<file path="config.mk">
export PLATFORM = sky130hd
export DESIGN_NAME = rtt_estimator_rto_unit
export DESIGN_NICKNAME = d
export VERILOG_FILES = /design/src/hw/rtl/rtt_pkg.sv /design/src/hw/rtl/rtt_cfg_regs.sv /design/src/hw/rtl/rtt_update.sv /design/src/hw/rtl/rtt_estimator_rto_unit.sv
export SDC_FILE = /design/constraint.sdc
export NUM_CORES = 1
export LEC_CHECK = 0
export ABC_CLOCK_PERIOD_IN_PS = 26800
export BUFFER_PORTS_ARGS = -buffer_cell sky130_fd_sc_hd__buf_2
export CAP_MARGIN = 10
export CORE_MARGIN = 2
export CORE_UTILIZATION = 40
export DETAILED_ROUTE_END_ITERATION = 12
export SLEW_MARGIN = 0
export SYNTH_ARGS = -nofsm -noshare
export SYNTH_HDL_FRONTEND = slang
export SYNTH_HIERARCHICAL = 1
export SYNTH_SLANG_ARGS = --single-unit
</file>
<file path="constraint.sdc">
create_clock -name clk_i -period 26.8 [get_ports clk_i]
set_input_delay 1.34 -clock clk_i [delete_from_list [all_inputs] [get_ports clk_i]]
set_output_delay 1.34 -clock clk_i [all_outputs]
set_load 0.02 [all_outputs]
</file>
<file path="src/hw/rtl/rtt_pkg.sv">
// ----------------------------------------------------------------------------
// RTT estimator package
// Shared widths, register indexes, config struct and saturation helper.
// ----------------------------------------------------------------------------
package rtt_pkg;

  localparam int unsigned SampleW = 16;
  localparam int unsigned AccW    = 24;
  localparam int unsigned RtoW    = 17;
  localparam int unsigned CfgW    = 16;
  localparam int unsigned CfgIdxW = 1;
  // signed working width for the delta updates
  localparam int unsigned CalcW   = 40;

  localparam logic signed [CalcW-1:0] AccMax = CalcW'(64'd16777215);
  localparam logic signed [CalcW-1:0] RtoMax = CalcW'(64'd131071);

  localparam logic [CfgW-1:0] MinRtoReset = 16'd2;
  localparam logic [CfgW-1:0] MaxRtoReset = 16'd128;

  typedef enum logic [CfgIdxW-1:0] {
    CfgMinRto = 1'b0,
    CfgMaxRto = 1'b1
  } cfg_reg_e;

  typedef struct packed {
    logic [CfgW-1:0] min_rto;
    logic [CfgW-1:0] max_rto;
  } cfg_t;

  // floor at 1, saturate at the accumulator maximum
  function automatic logic [AccW-1:0] sat_acc(input logic signed [CalcW-1:0] v);
    logic [AccW-1:0] r;
    if (v[CalcW-1] || (v == '0)) begin
      r = AccW'(1);
    end else if (v > AccMax) begin
      r = AccMax[AccW-1:0];
    end else begin
      r = v[AccW-1:0];
    end
    return r;
  endfunction

endpackage

</file>
<file path="src/hw/rtl/rtt_cfg_regs.sv">
// ----------------------------------------------------------------------------
// RTT config registers
// Holds the minimum and maximum retransmit timeout bounds.
// ----------------------------------------------------------------------------
module rtt_cfg_regs (
  input  logic                        clk_i,
  input  logic                        rst_ni,
  input  logic                        cfg_we_i,
  input  logic [rtt_pkg::CfgIdxW-1:0] cfg_idx_i,
  input  logic [rtt_pkg::CfgW-1:0]    cfg_wdata_i,
  output rtt_pkg::cfg_t               cfg_o
);

  rtt_pkg::cfg_t cfg_q, cfg_d;

  always_comb begin
    cfg_d = cfg_q;
    if (cfg_we_i) begin
      case (rtt_pkg::cfg_reg_e'(cfg_idx_i))
        rtt_pkg::CfgMinRto: cfg_d.min_rto = cfg_wdata_i;
        rtt_pkg::CfgMaxRto: cfg_d.max_rto = cfg_wdata_i;
        default: cfg_d = cfg_q;
      endcase
    end
  end

  always_ff @(posedge clk_i or negedge rst_ni) begin
    if (!rst_ni) begin
      cfg_q.min_rto <= rtt_pkg::MinRtoReset;
      cfg_q.max_rto <= rtt_pkg::MaxRtoReset;
    end else begin
      cfg_q <= cfg_d;
    end
  end

  assign cfg_o = cfg_q;

endmodule

</file>
<file path="src/hw/rtl/rtt_update.sv">
// ----------------------------------------------------------------------------
// RTT update logic
// Seed or delta update of smoothed RTT and variance, and the clamped timeout.
// ----------------------------------------------------------------------------
module rtt_update #(
  parameter int unsigned RTT_SHIFT    = 5,
  parameter int unsigned RTTVAR_SHIFT = 4,
  parameter int unsigned DELTA_SHIFT  = 2,
  parameter int unsigned SAMPLE_WIDTH = 16
) (
  input  logic [rtt_pkg::SampleW-1:0] rtt_i,
  input  logic [rtt_pkg::AccW-1:0]    srtt_i,
  input  logic [rtt_pkg::AccW-1:0]    rttvar_i,
  input  rtt_pkg::cfg_t               cfg_i,
  output logic [rtt_pkg::AccW-1:0]    srtt_o,
  output logic [rtt_pkg::AccW-1:0]    rttvar_o,
  output logic [rtt_pkg::RtoW-1:0]    rto_o
);

  localparam int unsigned CW    = rtt_pkg::CalcW;
  localparam int unsigned EffW  = (SAMPLE_WIDTH < rtt_pkg::SampleW) ? SAMPLE_WIDTH
                                                                   : rtt_pkg::SampleW;
  localparam logic [rtt_pkg::SampleW-1:0] SampleMask =
    rtt_pkg::SampleW'((64'd1 << EffW) - 64'd1);
  localparam int unsigned SrttRs = RTT_SHIFT - DELTA_SHIFT;
  localparam int VarDiff = int'(RTTVAR_SHIFT) - int'(DELTA_SHIFT);
  localparam int unsigned VarRs = (VarDiff >= 0) ? VarDiff : 0;
  localparam int unsigned VarLs = (VarDiff < 0) ? -VarDiff : 0;

  logic signed [CW-1:0] rtt_s, srtt_w, var_w;
  logic signed [CW-1:0] delta, abs_delta, vdelta;
  logic signed [CW-1:0] seed_srtt, seed_var;
  logic signed [CW-1:0] nsrtt_w, nvar_w, tsum, lo, hi, t;
  logic [rtt_pkg::AccW-1:0] nsrtt, nvar;

  always_comb begin
    rtt_s  = signed'(CW'(rtt_i & SampleMask));
    srtt_w = signed'(CW'(srtt_i));
    var_w  = signed'(CW'(rttvar_i));

    delta     = ((rtt_s - CW'(1)) <<< DELTA_SHIFT) - (srtt_w >>> SrttRs);
    abs_delta = delta[CW-1] ? -delta : delta;
    vdelta    = abs_delta - ((var_w >>> VarRs) <<< VarLs);

    seed_srtt = rtt_s <<< RTT_SHIFT;
    seed_var  = rtt_s <<< (RTTVAR_SHIFT - 1);

    if (srtt_i != '0) begin
      nsrtt = rtt_pkg::sat_acc(srtt_w + delta);
      nvar  = rtt_pkg::sat_acc(var_w + vdelta);
    end else begin
      // first sample seeds both; only the upper bound applies
      nsrtt = (seed_srtt > rtt_pkg::AccMax) ? rtt_pkg::AccMax[rtt_pkg::AccW-1:0]
                                            : seed_srtt[rtt_pkg::AccW-1:0];
      nvar  = (seed_var > rtt_pkg::AccMax) ? rtt_pkg::AccMax[rtt_pkg::AccW-1:0]
                                           : seed_var[rtt_pkg::AccW-1:0];
    end

    nsrtt_w = signed'(CW'(nsrtt));
    nvar_w  = signed'(CW'(nvar));
    tsum    = ((nsrtt_w >>> SrttRs) + nvar_w) >>> DELTA_SHIFT;

    lo = rtt_s + CW'(2);
    if (signed'(CW'(cfg_i.min_rto)) > lo) begin
      lo = signed'(CW'(cfg_i.min_rto));
    end
    hi = signed'(CW'(cfg_i.max_rto));

    if (tsum < lo) begin
      t = lo;
    end else if (tsum > hi) begin
      t = hi;
    end else begin
      t = tsum;
    end
    if (t > rtt_pkg::RtoMax) begin
      t = rtt_pkg::RtoMax;
    end
  end

  assign srtt_o   = nsrtt;
  assign rttvar_o = nvar;
  assign rto_o    = t[rtt_pkg::RtoW-1:0];

endmodule

</file>
<file path="src/hw/rtl/rtt_estimator_rto_unit.sv">
// ----------------------------------------------------------------------------
// RTT estimator with retransmit timeout
// Input register, single-pass update stage, result register.
// ----------------------------------------------------------------------------
// Sample path: an accepted sample is held in the input register, and the update
// stage writes the result register from it, waiting while that register stalls.
// Throughput: one sample per cycle while out_stall_i is low; the update of the
// srtt/rttvar registers is a single combinational pass between input and result registers.
// Reset: srtt and rttvar clear to zero (no sample yet), min_rto = 2,
// max_rto = 128, both pipeline stages empty.
module rtt_estimator_rto_unit #(
  parameter int unsigned RTT_SHIFT    = 5,
  parameter int unsigned RTTVAR_SHIFT = 4,
  parameter int unsigned DELTA_SHIFT  = 2,
  parameter int unsigned SAMPLE_WIDTH = 16
) (
  input  logic                        clk_i,
  input  logic                        rst_ni,
  input  logic                        cfg_we_i,
  input  logic [rtt_pkg::CfgIdxW-1:0] cfg_idx_i,
  input  logic [rtt_pkg::CfgW-1:0]    cfg_wdata_i,
  input  logic                        in_valid_i,
  output logic                        in_stall_o,
  input  logic [rtt_pkg::SampleW-1:0] rtt_sample_i,
  output logic                        out_valid_o,
  input  logic                        out_stall_i,
  output logic [rtt_pkg::AccW-1:0]    smoothed_rtt_o,
  output logic [rtt_pkg::AccW-1:0]    rtt_variance_o,
  output logic [rtt_pkg::RtoW-1:0]    retransmit_timeout_o
);

  rtt_pkg::cfg_t cfg;

  logic                        in_vld_q, in_vld_d;
  logic [rtt_pkg::SampleW-1:0] rtt_q;
  logic                        out_vld_q, out_vld_d;
  logic [rtt_pkg::AccW-1:0]    srtt_q, rttvar_q;
  logic [rtt_pkg::AccW-1:0]    srtt_res_q, var_res_q;
  logic [rtt_pkg::RtoW-1:0]    rto_q;
  logic [rtt_pkg::AccW-1:0]    srtt_d, rttvar_d;
  logic [rtt_pkg::RtoW-1:0]    rto_d;
  logic                        in_fire, calc_fire;

  rtt_cfg_regs u_cfg (
    .clk_i       (clk_i),
    .rst_ni      (rst_ni),
    .cfg_we_i    (cfg_we_i),
    .cfg_idx_i   (cfg_idx_i),
    .cfg_wdata_i (cfg_wdata_i),
    .cfg_o       (cfg)
  );

  rtt_update #(
    .RTT_SHIFT    (RTT_SHIFT),
    .RTTVAR_SHIFT (RTTVAR_SHIFT),
    .DELTA_SHIFT  (DELTA_SHIFT),
    .SAMPLE_WIDTH (SAMPLE_WIDTH)
  ) u_update (
    .rtt_i    (rtt_q),
    .srtt_i   (srtt_q),
    .rttvar_i (rttvar_q),
    .cfg_i    (cfg),
    .srtt_o   (srtt_d),
    .rttvar_o (rttvar_d),
    .rto_o    (rto_d)
  );

  // advance the update stage whenever the result register is free or draining
  assign calc_fire  = in_vld_q && (!out_vld_q || !out_stall_i);
  assign in_stall_o = in_vld_q && !calc_fire;
  assign in_fire    = in_valid_i && !in_stall_o;

  always_comb begin
    in_vld_d = in_vld_q;
    if (in_fire) begin
      in_vld_d = 1'b1;
    end else if (calc_fire) begin
      in_vld_d = 1'b0;
    end
    out_vld_d = calc_fire || (out_vld_q && out_stall_i);
  end

  always_ff @(posedge clk_i or negedge rst_ni) begin
    if (!rst_ni) begin
      in_vld_q  <= 1'b0;
      out_vld_q <= 1'b0;
      srtt_q    <= '0;
      rttvar_q  <= '0;
    end else begin
      in_vld_q  <= in_vld_d;
      out_vld_q <= out_vld_d;
      if (calc_fire) begin
        srtt_q   <= srtt_d;
        rttvar_q <= rttvar_d;
      end
    end
  end

  always_ff @(posedge clk_i) begin
    if (in_fire) begin
      rtt_q <= rtt_sample_i;
    end
    if (calc_fire) begin
      srtt_res_q <= srtt_d;
      var_res_q  <= rttvar_d;
      rto_q      <= rto_d;
    end
  end

  assign out_valid_o          = out_vld_q;
  assign smoothed_rtt_o       = srtt_res_q;
  assign rtt_variance_o       = var_res_q;
  assign retransmit_timeout_o = rto_q;

  // once seeded, the smoothed value never returns to zero
  a_srtt_sticky: assert property (@(posedge clk_i) disable iff (!rst_ni)
    (srtt_q != '0) |=> (srtt_q != '0))
    else $error("smoothed RTT dropped back to zero");

  // a zero smoothed result comes only with a zero variance
  a_seed_pair: assert property (@(posedge clk_i) disable iff (!rst_ni)
    out_vld_q |-> ((srtt_res_q == '0) == (var_res_q == '0)))
    else $error("smoothed RTT and variance disagree on seeding");

  // state holds while the update stage is blocked
  a_hold_state: assert property (@(posedge clk_i) disable iff (!rst_ni)
    (in_vld_q && out_vld_q && out_stall_i) |=> ($stable(srtt_q) && $stable(rttvar_q)))
    else $error("state changed while the result register was stalled");

  // input stalls only with a sample waiting in the update stage
  a_stall_cause: assert property (@(posedge clk_i) disable iff (!rst_ni)
    in_stall_o |-> (in_vld_q && out_vld_q))
    else $error("input stalled without a blocked update stage");

endmodule
</file>
After elaboration in Yosys (flattened, before gate mapping). Cells that the tools add are included.

Add/subtract/negate cells: 8. Magnitude comparators: 8. Muxes and demuxes: 14. Bitwise operators: 1. Reductions and logical operators: 18.

Operator list (count): $mux W24 (8); $mux W40 (4); $add A25 B40 Y40 (2); $gt A40 B25 Y1 const B (2); $logic_not A40 Y1 (2); $gt A17 B40 Y1 (1); $gt A40 B18 Y1 const B (1); $lt A38 B40 Y1 (1); $neg A40 Y40 (1); $sub A40 B22 Y40 (1); $sub A40 B23 Y40 (1); $gt A38 B17 Y1 (1); $add A21 B24 Y25 (1); $gt A19 B24 Y1 const B (1); $gt A21 B24 Y1 const B (1); $reduce_bool A24 Y1 (1); $add A16 B2 Y17 const B (1); $sub A16 B1 Y17 const B (1); $logic_and A1 B1 Y1 (4); $logic_not A1 Y1 (4); $logic_or A1 B1 Y1 (4); $reduce_and A2 Y1 (2); $mux W1 (2); $reduce_bool A2 Y1 (1); $not A1 Y1 (1).

Register bits after elaboration: 163. Bits of input ports: 38.

Logic depth before layout (Yosys ltp).
Depth in word-level cells: 15. Mapped depth: 61. Mapped depth without buffers: 57.

Cells and area by module. Netlist, hierarchy kept.

Modules (own cells, without submodules): rtt_update (times used 1, cells an instance 1482, area an instance 10088.4 um^2, sequential area each 0.0 um^2); rtt_estimator_rto_unit (times used 1, cells an instance 190, area an instance 4359.2 um^2, sequential area each 3683.5 um^2); rtt_cfg_regs (times used 1, cells an instance 69, area an instance 1255.0 um^2, sequential area each 803.3 um^2).

Worst setup path after synthesis. No wires, ideal clock.

Kind: flip-flop to flip-flop. From: register rtt_q[1] (netlist bit). To: register rto_q, in the netlist retransmit_timeout_o[11] (data pin). Setup time: 261 ps. Arrival: 12489 ps. Required time: 26539 ps. Setup slack: 14050 ps. Stages on the path, launching flop included: 52. Buffers on the path: 3. Period minus slack after synthesis: 12750 ps. Path through: edfxtp_1 > inv_1 > ha_1 > or3b_1 > or4_1 > nor2_1 > xor2_1 > ha_1 > and3_1 > a211o_1 > o21ai_0 > a31oi_1 > or3_1 > or4_1 > nor4_1 > a31oi_1 > xnor2_1 > fa_1 > (+16 left out) > or2_2 > nor4_1 > a21oi_2 > and2_1 > a21boi_0 > o21ai_0 > xnor2_1 > ha_1 > a21o_1 > a21o_1 > a21oi_1 > o21ai_0 > a21oi_1 > o221a_2 > o311a_1 > o211ai_4 > buf_6 > a221o_1.

Longest elaborated chain between the ends: 15. Elaborated cells between the ends (all ways): 32. Classes of those cells: add/sub: 8; order compare: 8; mux: 12; reduce/logical: 4.

Ends and longest elaborated chain: from (decl) (line rtt_estimator_rto_unit.sv:35) `logic [rtt_pkg::SampleW-1:0] rtt_q;`; from (signal assigned) (line rtt_estimator_rto_unit.sv:101) `rtt_q <= rtt_sample_i;`; $sub A16 B1 Y17 (line rtt_update.sv:41) `delta = ((rtt_s - CW'(1)) <<< DELTA_SHIFT) - (srtt_w >>> SrttRs);`; $sub A40 B22 Y40 (line rtt_update.sv:41); $neg A40 Y40 (line rtt_update.sv:42) `abs_delta = delta[CW-1] ? -delta : delta;`; $mux W40 (line rtt_update.sv:42); $sub A40 B23 Y40 (line rtt_update.sv:43) `vdelta = abs_delta - ((var_w >>> VarRs) <<< VarLs);`; $add A25 B40 Y40 (line rtt_update.sv:50) `nvar = rtt_pkg::sat_acc(var_w + vdelta);`; $gt A40 B25 Y1 or $logic_not A40 Y1 (tied branches) (line rtt_pkg.sv:36, rtt_pkg.sv:34); $mux W24 or $logic_or A1 B1 Y1 (tied branches) (line rtt_pkg.sv:36, rtt_pkg.sv:34); $mux W24 (line rtt_pkg.sv:34) `if (v[CalcW-1] || (v == '0)) begin`; $mux W24 * (line rtt_update.sv:48) `if (srtt_i != '0) begin`; named net rttvar_d, one bit (line rtt_estimator_rto_unit.sv:40) `logic [rtt_pkg::AccW-1:0] srtt_d, rttvar_d;`; $add A21 B24 Y25 * (line rtt_update.sv:61) `tsum = ((nsrtt_w >>> SrttRs) + nvar_w) >>> DELTA_SHIFT;`; $gt A38 B17 Y1 (line rtt_update.sv:71) `end else if (tsum > hi) begin`; $mux W40 (line rtt_update.sv:71); $mux W40 * (line rtt_update.sv:69) `if (tsum < lo) begin`; $gt A40 B18 Y1 (line rtt_update.sv:76) `if (t > rtt_pkg::RtoMax) begin`; to (signal assigned) (line rtt_estimator_rto_unit.sv:106) `rto_q <= rto_d;`; to (decl) (line rtt_estimator_rto_unit.sv:39) `logic [rtt_pkg::RtoW-1:0] rto_q;`.

The timed path passes the listed nets; every way through them passes the cells marked *. A chain may end at the register's enable or synchronous reset.

Worst setup path in the final report.
From: register rtt_q[2] (netlist bit). To: register rto_q, in the netlist retransmit_timeout_o[3] (data pin).

The elaborated chain is that of the path after synthesis.

==> summary.txt <==
Outcome
  • Status: finished, final reports clean

Worst setup path
  • Arr. time, crit path: 15.66 ns
  • Most used cell, CP: ha_1
  • Worst Path Max Fanout: 14
  • Crit path required time: 27.11 ns
  • CP Capture Type: register
  • Slowest cell on the critical path: a2111oi_0
  • CP Launch Type: register
  • Crit path kind: register to register
  • CP max stage delay: 0.62 ns

Die
  • Initial Util: 40.5%
  • Row count: 72
  • Die Ht: 202 um
  • Core ar.: 0.0387 mm^2
  • Top Ports: 105
  • Die ar.: 0.0409 mm^2
  • Die width: 202 um

Logic synthesis
  • Multiplexer area fraction after synthesis: 7.58%
  • Xor and xnor area share after synthesis: 6.92%
  • Synthesized area: 0.0157 mm^2
  • Compound-Gate Fraction of Synth Area: 20.0%
  • Distinct cells, synth: 89
  • Cells after synthesis: 1741
  • Number of synthesized register bits: 163
  • Post-synth EDFFs: 81
  • Register area share after synthesis: 28.6%
  • Syn. warnings: 6
  • Synth Flop Type: edfxtp_1
  • Largest family of logic cells by synthesized area: compound AO/OA/AOI/OAI gates
  • Syn_area_per_cell: 9.02 um^2
  • Synth Area in Adders: 15.7%
  • Post-synthesis simple-gate area fraction: 15.7%
  • Async set or reset register ratio after synthesis: 50.3%

Clock network
  • Setup Fix Bufs, Post-CTS: 0
  • CTS max path bufs: 2
  • Clk sinks: 163
  • Post-CTS sizing: 0
  • Clk_lat worst skew: 0.45 ns
  • Root Buffer Master: clkbuf_16
  • Clock transition at path regs: 0.07 ns
  • H-tree depth: 4
  • Num CTS Buffers: 17
  • CTS Hold Bufs: 0
  • CTS tree: yes

Timing
  • Clock skew: 0.0125 ns
  • Final min period: 15.35 ns
  • Max-slew headroom: 29.8%
  • Max Slew Vio Count: 0
  • Setup TNS: 0 ns
  • Worst-Margin Slew: 1.05 ns
  • Hold slack: 0.501 ns
  • Final hold vios: 0
  • Setup-failing EPs final: 0
  • Fmax: 65.1 MHz
  • Post-route clock period utilization: 57.3%
  • RSZ-0062 raised after global routing: no

Detailed routing
  • Post-DRT Antenna Nets: 0
  • Via density: 5.86
  • Routed Wire Length: 50300 um
  • DRC: 0
  • Via Count: 13895
  • Wire per inst: 21.2 um
  • First drt pass iteration count: 6
  • Initial DRC count: 1280

Min path
  • HP Class: register to register

Global routing
  • Global-route wire length before repair: 77800 um
  • Initial antenna violation count: 0
  • GRT Total Usage: 24.8%
  • Pin count of the biggest net entering global routing: 69
  • Vias in the first global route: 13310
  • Total gr overflow: 0

Layout
  • Final net count: 2063
  • Area Growth Syn to Fin: 10.3%
  • Number of inserted diodes: 0
  • Finished Cell Area: 0.0173 mm^2
  • Share of layout cells above drive strength 1: 14.7%

Placed design
  • DP HPWL: 40700 um
  • GPL Wtd Cong: 0.947
  • Post-DP Area: 0.0168 mm^2
  • Port Buffers: 104

Flow run
  • Max-cap violations: 0
cell usage after synthesis (all sizes together) (17+ instances only):
cell type	instances	area [um^2]
nor3	33	165
edfxtp	81	2430
nor2	132	498
buf	17	145
xor2	57	499
a21o	45	338
a21oi	134	674
clkbuf	44	165
dfrtp	80	2000
nand2	109	412
o21a	27	203
nand4	34	213
nor4	21	131
or3	18	113
ha	160	2000
a221o	19	190
fa	23	460
o21ai	74	370
xnor2	67	587
inv	143	537
nand3	43	225
a31oi	27	169
mux2	92	1110
o21bai	29	218
cell usage in the layout (no fill, tap or decap), drive strengths merged, types with 16 or more instances in the layout:
master and instances:
or3 18, nand4 34, a221o 19, xor2 57
a21o 45, and3 16, nor2 132, nor4 21
clkbuf 19, inv 146, conb 30, o21a 27
o21ai 74, nor3 33, o21bai 29, edfxtp 81
or2 16, nand2 109, nand3 43, buf 115
a21oi 134, nand2b 16, mux2 92, nor2b 16
a31oi 27, dfrtp 80, xnor2 67, fa 23
ha 160
critical path: cells and delay by family, from the launching register on:
kind	cells	cell delay, ns
simple gates	17	5.78
compound gates	19	5.21
fa+ha+maj	6	2.10
buf+inv	4	0.77
xor+xnor	3	0.77
flops	1	0.54
layer usage:
| metal | vias up | track usage [%] | part of all wire, % |
|---|---|---|---|
| li1 | 6553 | - | - |
| met1 | 6749 | 34.9 | 46 |
| met2 | 512 | 38.6 | 44 |
| met3 | 81 | 4.76 | 6.9 |
| met4 | 0 | 7.46 | 2.7 |
| met5 | - | 0 | 0 |
state kept, by name, indices dropped and copies added, names as in the netlist:
name,cells
u_cfg/cfg_o,32
rtt_variance_o,24
rttvar_q,24
smoothed_rtt_o,24
srtt_q,24
retransmit_timeout_o,17
rtt_q,16
in_vld_q,1
out_valid_o,1
per-stage QoR:
stage	util, %	setup WS [ns]	instances
4_1_cts	44.7	11.78	2373
2_1_floorplan	-	14.05	1769
3_5_place_dp	43.2	11.87	2341
6_report	44.7	11.45	2373
3_3_place_gp	43.2	12.25	2341
5_1_grt	44.7	10.60	2373
worst paths after layout:
check	from	to	slack, ns	cells after the start
max	rtt_q[2]	retransmit_timeout_o[3]	11.45	49
min	in_vld_q	out_valid_o	0.50	1
max reg2reg	rtt_q[2]	retransmit_timeout_o[3]	11.45	49
min reg2reg	in_vld_q	out_valid_o	0.50	1
max in group asynchronous	rst_ni	rttvar_q[5]	24.88	2
min in group asynchronous	rst_ni	srtt_q[16]	0.88	1
layout make-up:
| type | instances | area [um^2] |
|---|---|---|
| flip-flops and latches | 163 | 4490 |
| fillers | 3846 | 21400 |
| well taps | 518 | 648 |
| clock inverters | 13 | 134 |
| clock buffers | 19 | 433 |
| multi-input cells | 1401 | 10500 |
| repair buffers | 115 | 606 |
| inverters | 144 | 541 |
logic make-up (layout without fill, tap and decap cells):
family                     count (synthesis)  in the layout
xor gates and xnor gates                 124            124
AOI/OAI and AO/OA                        471            471
DFF                                      163            163
other                                      2             30
buffers and inverters                    205            291
and+or+nand+nor                          494            494
adders and majority gates                183            183
muxes                                     99             99
Power is not shown: default switching activity piles up to over one toggle a cycle in this logic, so the estimate is an artifact.
